--- src/design/i2cms_pkg.sv ---
package i2cms_pkg;

  localparam int BUFFER_DEPTH = 256;

  localparam logic CMD_START  = 1'b0;
  localparam logic CMD_STATUS = 1'b1;

  localparam logic REG_TARGET_ADDRESS = 1'b0;
  localparam logic REG_BYTE_COUNT     = 1'b1;

  localparam logic [7:0] ST_BUS_ERROR   = 8'h00;
  localparam logic [7:0] ST_START_SENT  = 8'h08;
  localparam logic [7:0] ST_ADDR_W_ACK  = 8'h18;
  localparam logic [7:0] ST_ADDR_W_NACK = 8'h20;
  localparam logic [7:0] ST_DATA_W_ACK  = 8'h28;
  localparam logic [7:0] ST_DATA_W_NACK = 8'h30;
  localparam logic [7:0] ST_ADDR_R_ACK  = 8'h40;
  localparam logic [7:0] ST_ADDR_R_NACK = 8'h48;
  localparam logic [7:0] ST_DATA_R_ACK  = 8'h50;
  localparam logic [7:0] ST_DATA_R_NACK = 8'h58;

  typedef struct packed {
    logic       command;
    logic [7:0] status_code;
    logic [7:0] rx_data;
    logic [7:0] tx_next;
  } req_t;

  typedef struct packed {
    logic       send_start;
    logic       clear_start;
    logic       ack_enable;
    logic       send_stop;
    logic       tx_valid;
    logic [7:0] tx_data;
    logic       store_valid;
    logic [7:0] store_index;
    logic [7:0] store_data;
    logic [7:0] next_index;
    logic [7:0] bytes_left;
    logic       failed;
  } result_t;

  function automatic logic [7:0] advance_pos(input logic [7:0] p);
    logic [16:0] n;
    n = {9'd0, p} + 17'd1;
    if (n >= 17'(BUFFER_DEPTH)) begin
      return 8'd0;
    end
    return n[7:0];
  endfunction

endpackage

--- src/design/i2cms_core.sv ---
module i2cms_core (
  input  logic                clk,
  input  logic                rst,
  input  logic                cfg_we,
  input  logic                cfg_index,
  input  logic [7:0]          cfg_data,
  input  logic                fire,
  input  i2cms_pkg::req_t     req,
  output i2cms_pkg::result_t res
);

  logic [7:0] target_address;
  logic [7:0] byte_count;
  logic [7:0] remaining;
  logic [7:0] position;
  logic       error_flag;
  logic [7:0] remaining_next;
  logic [7:0] position_next;
  logic       error_flag_next;
  logic [7:0] rem_dec;

  always_ff @(posedge clk) begin
    if (rst) begin
      target_address <= 8'd0;
      byte_count     <= 8'd0;
    end else if (cfg_we) begin
      case (cfg_index)
        i2cms_pkg::REG_TARGET_ADDRESS: target_address <= cfg_data;
        i2cms_pkg::REG_BYTE_COUNT:     byte_count     <= cfg_data;
        default: ;
      endcase
    end
  end

  always_ff @(posedge clk) begin
    if (rst) begin
      remaining  <= 8'd0;
      position   <= 8'd0;
      error_flag <= 1'b0;
    end else if (fire) begin
      remaining  <= remaining_next;
      position   <= position_next;
      error_flag <= error_flag_next;
    end
  end

  always_comb begin
    rem_dec         = (remaining != 8'd0) ? remaining - 8'd1 : 8'd0;
    remaining_next  = remaining;
    position_next   = position;
    error_flag_next = error_flag;
    res             = '0;
    res.ack_enable  = 1'b1;
    if (req.command == i2cms_pkg::CMD_START) begin
      remaining_next  = byte_count;
      position_next   = 8'd0;
      error_flag_next = 1'b0;
      res.send_start  = 1'b1;
      res.ack_enable  = 1'b0;
    end else begin
      case (req.status_code)
        i2cms_pkg::ST_BUS_ERROR, i2cms_pkg::ST_ADDR_W_NACK,
        i2cms_pkg::ST_DATA_W_NACK, i2cms_pkg::ST_ADDR_R_NACK: begin
          res.send_stop   = 1'b1;
          error_flag_next = 1'b1;
          remaining_next  = 8'd0;
        end
        i2cms_pkg::ST_START_SENT: begin
          res.clear_start = 1'b1;
          res.tx_valid    = 1'b1;
          res.tx_data     = target_address;
          position_next   = 8'd0;
        end
        i2cms_pkg::ST_ADDR_W_ACK, i2cms_pkg::ST_DATA_W_ACK: begin
          if (remaining != 8'd0) begin
            res.tx_valid   = 1'b1;
            res.tx_data    = req.tx_next;
            position_next  = i2cms_pkg::advance_pos(position);
            remaining_next = rem_dec;
          end else begin
            res.send_stop = 1'b1;
          end
        end
        i2cms_pkg::ST_ADDR_R_ACK: begin
          res.store_valid = 1'b1;
          res.store_data  = req.rx_data;
          position_next   = 8'd0;
          res.ack_enable  = (remaining != 8'd1);
        end
        i2cms_pkg::ST_DATA_R_ACK: begin
          res.store_valid = 1'b1;
          res.store_index = position;
          res.store_data  = req.rx_data;
          position_next   = i2cms_pkg::advance_pos(position);
          remaining_next  = rem_dec;
          res.ack_enable  = (rem_dec != 8'd0);
        end
        i2cms_pkg::ST_DATA_R_NACK: begin
          res.store_valid = 1'b1;
          res.store_index = position;
          res.store_data  = req.rx_data;
          position_next   = i2cms_pkg::advance_pos(position);
          remaining_next  = 8'd0;
          res.send_stop   = 1'b1;
        end
        default: ;
      endcase
    end
    res.next_index = position_next;
    res.bytes_left = remaining_next;
    res.failed     = error_flag_next;
  end

`ifndef NO_ASSERTIONS
  a_start_loads: assert property (@(posedge clk) disable iff (rst)
    fire && req.command == i2cms_pkg::CMD_START |=>
      error_flag == 1'b0 && position == 8'd0 && remaining == $past(byte_count))
    else $error("start request did not reload transfer state");

  a_remaining_no_rise: assert property (@(posedge clk) disable iff (rst)
    fire && req.command == i2cms_pkg::CMD_STATUS |=> remaining <= $past(remaining))
    else $error("remaining count rose on a status request");

  a_error_sticky: assert property (@(posedge clk) disable iff (rst)
    error_flag && !(fire && req.command == i2cms_pkg::CMD_START) |=> error_flag)
    else $error("error flag cleared without a start request");
`endif

endmodule

--- src/design/i2cms_out_buf.sv ---
module i2cms_out_buf (
  input  logic                clk,
  input  logic                rst,
  input  logic                in_fire,
  input  i2cms_pkg::result_t  in_res,
  output logic                in_ready,
  output logic                out_valid,
  input  logic                out_ready,
  output i2cms_pkg::result_t  out_data
);

  logic               skid_valid;
  i2cms_pkg::result_t skid_data;

  assign in_ready = !skid_valid;

  always_ff @(posedge clk) begin
    if (rst) begin
      out_valid  <= 1'b0;
      skid_valid <= 1'b0;
    end else if (out_ready || !out_valid) begin
      if (skid_valid) begin
        out_valid  <= 1'b1;
        skid_valid <= 1'b0;
      end else begin
        out_valid <= in_fire;
      end
    end else if (in_fire) begin
      skid_valid <= 1'b1;
    end
  end

  always_ff @(posedge clk) begin
    if (out_ready || !out_valid) begin
      out_data <= skid_valid ? skid_data : in_res;
    end else if (in_fire) begin
      skid_data <= in_res;
    end
  end

`ifndef NO_ASSERTIONS
  a_skid_implies_out: assert property (@(posedge clk) disable iff (rst)
    skid_valid |-> out_valid)
    else $error("skid entry held with empty output register");

  a_skid_drains: assert property (@(posedge clk) disable iff (rst)
    skid_valid && out_ready |=> out_valid && out_data == $past(skid_data))
    else $error("skid entry not moved to output");

  a_out_hold: assert property (@(posedge clk) disable iff (rst)
    out_valid && !out_ready |=> out_valid && $stable(out_data))
    else $error("stalled result changed before it was taken");
`endif

endmodule

--- src/design/i2c_master_transfer_sequencer.sv ---
// channel  | signals                          | direction
// ---------+----------------------------------+----------
// request  | in_valid, in_ready, in_data      | in
// result   | out_valid, out_ready, out_data   | out
// config   | cfg_we, cfg_index, cfg_data      | in
//
// One request per cycle while in_ready is high; its result is registered in the output register or the skid entry.
// The state update and result decode take one pass through the status decoder.
// A two-entry output register/skid pair keeps in_ready high while one result waits.
// Reset clears the transfer state, configuration registers and both result slots.
// in_ready drops only while both result slots are full.
module i2c_master_transfer_sequencer (
  input  logic                clk,
  input  logic                rst,
  input  logic                cfg_we,
  input  logic                cfg_index,
  input  logic [7:0]          cfg_data,
  input  logic                in_valid,
  output logic                in_ready,
  input  i2cms_pkg::req_t     in_data,
  output logic                out_valid,
  input  logic                out_ready,
  output i2cms_pkg::result_t  out_data
);

  logic               fire;
  i2cms_pkg::result_t res;

  assign fire = in_valid && in_ready;

  i2cms_core u_core (
    .clk       (clk),
    .rst       (rst),
    .cfg_we    (cfg_we),
    .cfg_index (cfg_index),
    .cfg_data  (cfg_data),
    .fire      (fire),
    .req       (in_data),
    .res       (res)
  );

  i2cms_out_buf u_out_buf (
    .clk       (clk),
    .rst       (rst),
    .in_fire   (fire),
    .in_res    (res),
    .in_ready  (in_ready),
    .out_valid (out_valid),
    .out_ready (out_ready),
    .out_data  (out_data)
  );

endmodule

--- config.mk ---
export PLATFORM = sky130hd
export DESIGN_NAME = i2c_master_transfer_sequencer
export DESIGN_NICKNAME = d
export VERILOG_FILES = /design/src/design/i2cms_pkg.sv /design/src/design/i2cms_core.sv /design/src/design/i2cms_out_buf.sv /design/src/design/i2c_master_transfer_sequencer.sv
export SDC_FILE = /design/constraint.sdc
export NUM_CORES = 1
export LEC_CHECK = 0
export BUFFER_PORTS_ARGS = -buffer_cell sky130_fd_sc_hd__clkbuf_2
export CORE_MARGIN = 1
export CORE_UTILIZATION = 57
export DETAILED_ROUTE_END_ITERATION = 12
export GPL_ROUTABILITY_DRIVEN = 0
export GPL_TIMING_DRIVEN = 0
export PLACE_DENSITY = 0.81
export SYNTH_ARGS = -nofsm -noshare
export SYNTH_HDL_FRONTEND = slang
export SYNTH_SLANG_ARGS = --single-unit
export TNS_END_PERCENT = 30
--- constraint.sdc ---
create_clock -name clk -period 6.39 [get_ports clk]
set_clock_uncertainty 0.15 [all_clocks]
set_input_delay 1.278 -clock clk [delete_from_list [all_inputs] [get_ports clk]]
set_output_delay 1.278 -clock clk [all_outputs]
set_load 0.1 [all_outputs]
# After elaboration in Yosys (flattened, before gate mapping)

Cells that the tools add are included.

Bits in registers: 129
Bits of input ports: 39
Output and inout bits: 49
Logic and storage cells: 99

$add $sub $neg: 2
Magnitude comparators: 1
Eq/ne operators: 10
Mux-type cells: 36
Bitwise operators: 2
Reduce and logical (&&, ||, !) cells: 17

Operator list:

| cell                  | count |
|---|---|
| $mux W8               | 11 |
| $mux W47              | 1 |
| $eq A8 B7 Y1 const B  | 4 |
| $pmux W8 S4           | 1 |
| $mux W27              | 1 |
| $eq A8 B6 Y1 const B  | 3 |
| $pmux W8 S3           | 1 |
| $pmux W9 S2           | 1 |
| $ge A17 B9 Y1 const B | 1 |
| $mux W1               | 17 |
| $reduce_bool A8 Y1    | 2 |
| $add A8 B1 Y9 const B | 1 |
| $mux W9               | 1 |
| $eq A8 B4 Y1 const B  | 1 |
| $eq A8 B5 Y1 const B  | 1 |
| $logic_not A8 Y1      | 1 |
| $ne A8 B1 Y1 const B  | 1 |
| $reduce_or A2 Y1      | 4 |
| $sub A8 B1 Y8 const B | 1 |
| $reduce_and A2 Y1     | 3 |
| $reduce_or A5 Y1      | 1 |
| $pmux W1 S2           | 2 |
| $reduce_or A4 Y1      | 1 |
| $reduce_or A3 Y1      | 1 |
| 4 further kinds       | 6 |

# Logic depth before layout (Yosys ltp)

Word-level depth: 11
Gate-level depth with buffers: 11

# Cells and area by module

From an unflattened synthesis, not the netlist that was laid out.

Cell total of the unflattened synthesis: 506
Area total of the unflattened synthesis: 5988.2 µm²

By module, submodules not included:

| module                        | times used | cells an instance | area each (µm²) | seq. area each (µm²) |
|---|---|---|---|---|
| i2cms_out_buf                 | 1          | 155               | 3507.1          | 2862.7 |
| i2cms_core                    | 1          | 350               | 2474.9          | 660.6 |
| i2c_master_transfer_sequencer | 1          | 1                 | 6.3             | 0.0 |

# Worst setup path before layout

No wires, ideal clock.

Path type: input -> register
Start: input out_ready
End: register u_out_buf.skid_data[0] (netlist name), enable pin
Setup time: 452 ps
Arrival: 4588 ps
Slack: 1200 ps
Cell stages on the path: 2
Path buffers: 0
Cell sequence: nand2b_1 -> nor2_1

Cells in the longest elaborated chain, start to end: 3

Ends and longest elaborated chain:

| what                               | RTL line                            | source |
|---|---|---|
| start: declaration                 | i2c_master_transfer_sequencer.sv:22 | `input logic out_ready,` |
| $logic_or A1 B1 Y1                 | i2cms_out_buf.sv:34                 | `if (out_ready \|\| !out_valid) begin` |
| $not A1 Y1 (no source line)        | n/a                                 |  |
| $reduce_and A2 Y1 (no source line) | n/a                                 |  |
| end signal: assignment             | i2cms_out_buf.sv:37                 | `skid_data <= in_res;` |
| end: declaration                   | i2cms_out_buf.sv:13                 | `i2cms_pkg::result_t skid_data;` |

No other way between the ends.
A chain may end at the register's enable or synchronous reset.

# Worst setup path after layout

Start: register u_out_buf.skid_valid
End: output in_ready

Cells in the longest elaborated chain, start to end: 1

Ends and longest elaborated chain:

| what                     | RTL line                            | source |
|---|---|---|
| start: declaration       | i2cms_out_buf.sv:12                 | `logic skid_valid;` |
| start signal: assignment | i2cms_out_buf.sv:20                 | `skid_valid <= 1'b0;` |
| start signal: assignment | i2cms_out_buf.sv:24                 | `skid_valid <= 1'b0;` |
| start signal: assignment | i2cms_out_buf.sv:29                 | `skid_valid <= 1'b1;` |
| $logic_not A1 Y1         | i2cms_out_buf.sv:15                 | `assign in_ready = !skid_valid;` |
| end: declaration         | i2c_master_transfer_sequencer.sv:19 | `output logic in_ready,` |

No other way between the ends.

==> summary.txt <==
Run status
  – Result of the run: finished clean

Floorplanning
  – Chip Height: roughly 110 um
  – Die footprint: 11400 um2
  – Initial core utilization: 0.597
  – Area inside the core boundary: 10500 um2
  – I/O Pins: 88
  – Num rows: 37
  – Chip width: 107 um

Clock network
  – Number of cells upsized or downsized after cts: 0
  – Number of sinks driven by the clock tree: 129
  – Worst-path clk slew: 0.06 ns
  – Number of buffers on the longest clock path: 2
  – Clk Latency, worst-skew pair: 0.52 ns
  – CTS buffer count: 17
  – Clock root buffer: sky130_fd_sc_hd__clkbuf_8
  – Hold-fix buffers at CTS: 0
  – CTS tree: yes
  – Number of H-tree levels: 4
  – Post CTS Setup Buffer Count: 0

Synthesis
  – Cell area after synthesis: 6250 um2
  – Proportion of register bits with asynchronous set or reset after synthesis: 0
  – Cell count after synthesis: 582
  – Yosys warning total: 0
  – Biggest area contributors in the synthesized netlist: sky130_fd_sc_hd__edfxtp_1, sky130_fd_sc_hd__dfxtp_1, sky130_fd_sc_hd__mux2_2, sky130_fd_sc_hd__a21oi_1, sky130_fd_sc_hd__nand2_1
  – Area fraction in compound gates after synthesis: 0.149
  – Synth unique cells: 61
  – Mux cell area share after synthesis: 0.0623
  – Synthesized flop and latch total: 129
  – Register area share after synthesis: 0.564
  – Post-Synthesis Mean Instance Area: 10.7 um2
  – Number of nets produced by synthesis: 625
  – Cell type with the highest aggregate area in the netlist: sky130_fd_sc_hd__edfxtp_1
  – Leading register cell type out of synthesis: sky130_fd_sc_hd__edfxtp_1
  – Post-synth EDFFs: 94
  – Area share of the largest cell type after synthesis: 0.452
  – Post-synthesis simple-gate area fraction: 0.176
  – Parity-gate share of the synthesized area counting xor and xnor cells: 0.00140
  – Adder and majority gate portion of the synthesized area: 0.00801
  – Dominant combinational cell family by area after synthesis: simple AND/OR/NAND/NOR gates

Timing
  – Number of pins with negative max-slew slack in the final report: 0
  – Measured slew at the worst slew-check pin: around 0.87 ns
  – Final critical delay including setup and external delays: around 4.3 ns
  – RSZ-0062 raised after global routing: no
  – FMAX: between 0.2 and 0.25 GHz
  – Part of the cycle the worst path needs: 0.665
  – Number of hold violations in the final report: 0
  – Relative slew slack: 0.419
  – Hold WS: 0.304 ns
  – Number of endpoints failing setup at the final stage: 0
  – Accumulated negative setup slack: 0 ns

Power and ir drop
  – Peak supply drop: 0.000251 V
  – Tot Pwr: 2380 uW
  – Pleak: between 0.002 and 0.003 uW
  – Power density of the placed cells: 315 nW/um2

Global routing
  – All-layer global routing usage: 0.303
  – Total gr overflow: 0
  – Global-route wire length before repair: 26.2 mm
  – Maximum number of pins on one net before global-route repair: 30
  – Vias in the first global route: 5176
  – Number of antenna violations at the first check in global routing: 0

Route
  – First-iteration detailed-routing DRC count: 569
  – Average wire per cell in the routed design: 19.8 um
  – Routed Antenna Nets: 0
  – Total wirelength of the detailed-routed design: 16.5 mm
  – Number of remaining DRC errors: 0
  – Routed vias/inst: 6.25
  – Number of search-and-repair iterations in the first detailed-routing pass: 5
  – Count of vias placed by the detailed router: 5230

Worst setup path
  – Required time worst endpoint: 4.96 ns
  – Setup Crit Path Kind: reg2out
  – Launch point of the worst path: u_out_buf.skid_valid
  – Critical Path Fanout Max: 10
  – CP arrival: 2.82 ns
  – RR Startpoint: u_core.remaining[0]
  – Critical path capture point type: output port
  – Kind of start point of the critical path: flip-flop

Place
  – Area of placed instances: roughly 6900 um2
  – Count of input and output buffers: 85
  – Estimated wirelength of the detail-placed design: 10.8 mm
  – Number of placed instances, taps included: roughly 810

Layout
  – Fillcell total: between 700 and 800
  – Most common library cell in the layout ignoring fill and taps: sky130_fd_sc_hd__edfxtp_1
  – Growth of design area from synthesis to finish: 21.0%
  – Proportion of layout cells with a drive suffix above 1: 0.248
  – Final cell count without fillers: 837
  – Total inserted antenna cells: 0
  – Final design instance area without fill: 7560 um2
  – Most used cells in the layout excluding fill and tap cells: sky130_fd_sc_hd__edfxtp_1, sky130_fd_sc_hd__clkbuf_2, sky130_fd_sc_hd__nand2_1
  – Final #Nets: 731

Job
  – Number of max-cap violations: 0

Worst hold path
  – Hold wc startpoint: u_core.byte_count[5]
  – Type of the tightest min-delay check: reg2reg
==> worst max-delay path, stage by stage, from the launching register on <==
cell	delay, ns
sky130_fd_sc_hd__dfxtp_1	0.30
sky130_fd_sc_hd__clkbuf_1	0.17
sky130_fd_sc_hd__inv_1	0.21
sky130_fd_sc_hd__buf_1	0.51
sky130_fd_sc_hd__clkbuf_1	0.55
sky130_fd_sc_hd__clkbuf_2	0.57
==> area by class of cell <==
class                      instances  area (um2)  share of cell area
buffer                            46         206              0.0273
clock buffer                      18         418              0.0553
clock inverter                    14         250              0.0331
inverter                          10        37.5             0.00496
multi-input combinational        397        2490               0.330
sequential                       129        3520               0.466
tap                              136         170              0.0225
timing repair buffer              87         465              0.0615
==> sequential cells by signal, summed over array words and instances (netlist names) <==
register	count
u_out_buf.out_data	47
u_out_buf.skid_valid	1
u_core.position	8
u_out_buf.skid_data	47
u_core.remaining	8
u_out_buf.out_valid	1
u_core.target_address	8
u_core.byte_count	8
u_core.error_flag	1
==> cells in the mapped netlist, types with 2 or more instances <==
cell and n:
sky130_fd_sc_hd__a2111oi_0 3, sky130_fd_sc_hd__a211oi_1 4, sky130_fd_sc_hd__a21boi_1 2, sky130_fd_sc_hd__a21o_1 2
sky130_fd_sc_hd__a21oi_1 44, sky130_fd_sc_hd__a22o_1 2, sky130_fd_sc_hd__a22oi_1 10, sky130_fd_sc_hd__a31oi_1 15
sky130_fd_sc_hd__and2_1 19, sky130_fd_sc_hd__and3_1 6, sky130_fd_sc_hd__buf_1 3, sky130_fd_sc_hd__buf_2 9
sky130_fd_sc_hd__buf_6 3, sky130_fd_sc_hd__clkbuf_1 31, sky130_fd_sc_hd__dfxtp_1 35, sky130_fd_sc_hd__edfxtp_1 94
sky130_fd_sc_hd__ha_1 4, sky130_fd_sc_hd__inv_1 10, sky130_fd_sc_hd__mux2_2 31, sky130_fd_sc_hd__mux2i_1 4
sky130_fd_sc_hd__nand2_1 58, sky130_fd_sc_hd__nand2b_1 8, sky130_fd_sc_hd__nand3_1 27, sky130_fd_sc_hd__nand3b_1 4
sky130_fd_sc_hd__nand4b_1 2, sky130_fd_sc_hd__nor2_1 47, sky130_fd_sc_hd__nor2b_1 9, sky130_fd_sc_hd__nor3_1 9
sky130_fd_sc_hd__nor3b_1 4, sky130_fd_sc_hd__nor3b_2 2, sky130_fd_sc_hd__nor4_1 5, sky130_fd_sc_hd__o211ai_1 6
sky130_fd_sc_hd__o21a_1 3, sky130_fd_sc_hd__o21ai_0 13, sky130_fd_sc_hd__o21ai_1 12, sky130_fd_sc_hd__o31ai_1 8
sky130_fd_sc_hd__o32ai_1 3, sky130_fd_sc_hd__o41ai_1 4, sky130_fd_sc_hd__or2_2 3, sky130_fd_sc_hd__or3_1 3
==> kinds of logic (layout without fill, tap and decap cells) <==
kind of cell               Yosys count  count (layout)
AOI/OAI and AO/OA                  142             142
xor gates and xnor gates             1               1
muxes                               35              35
buffers and inverters               56             175
and+or+nand+nor                    215             215
DFF                                129             129
adders and majority gates            4               4
==> path summary, 6_finish.rpt <==
| check | endpoint | slack [ns] | cells past startpoint |
|---|---|---|---|
| min reg2reg | u_core.byte_count[5] | 0.30 | 2 |
| max reg2reg | u_out_buf.skid_data[1] | 3.17 | 11 |
| max | in_ready | 2.14 | 5 |
| min | u_core.byte_count[5] | 0.30 | 2 |
==> power breakdown <==
| part | leakage, uW | switching (uW) | total, uW | internal, uW |
|---|---|---|---|---|
| sequential | 0.00122 | 15.3 | 948 | 932 |
| combinational | 0.00137 | 263 | 332 | 68.6 |
| clock | 0.000325 | 380 | 1100 | 721 |
| total | 0.00291 | 658 | 2380 | 1720 |
==> layer usage <==
layer	GRT usage	part of all wire
met4	0.178	0.046
met1	0.362	0.38
met3	0.0663	0.078
met2	0.504	0.50
met5	0	0
==> through the flow <==
step                      utilization  worst slack (ns)
after global routing            0.723              2.04
after floorplan                     -              1.20
after detailed placement        0.659              2.69
after global placement          0.654            -0.513
after CTS                       0.723              2.17
final                           0.723              2.14
Power figures use the tool's default switching activity.
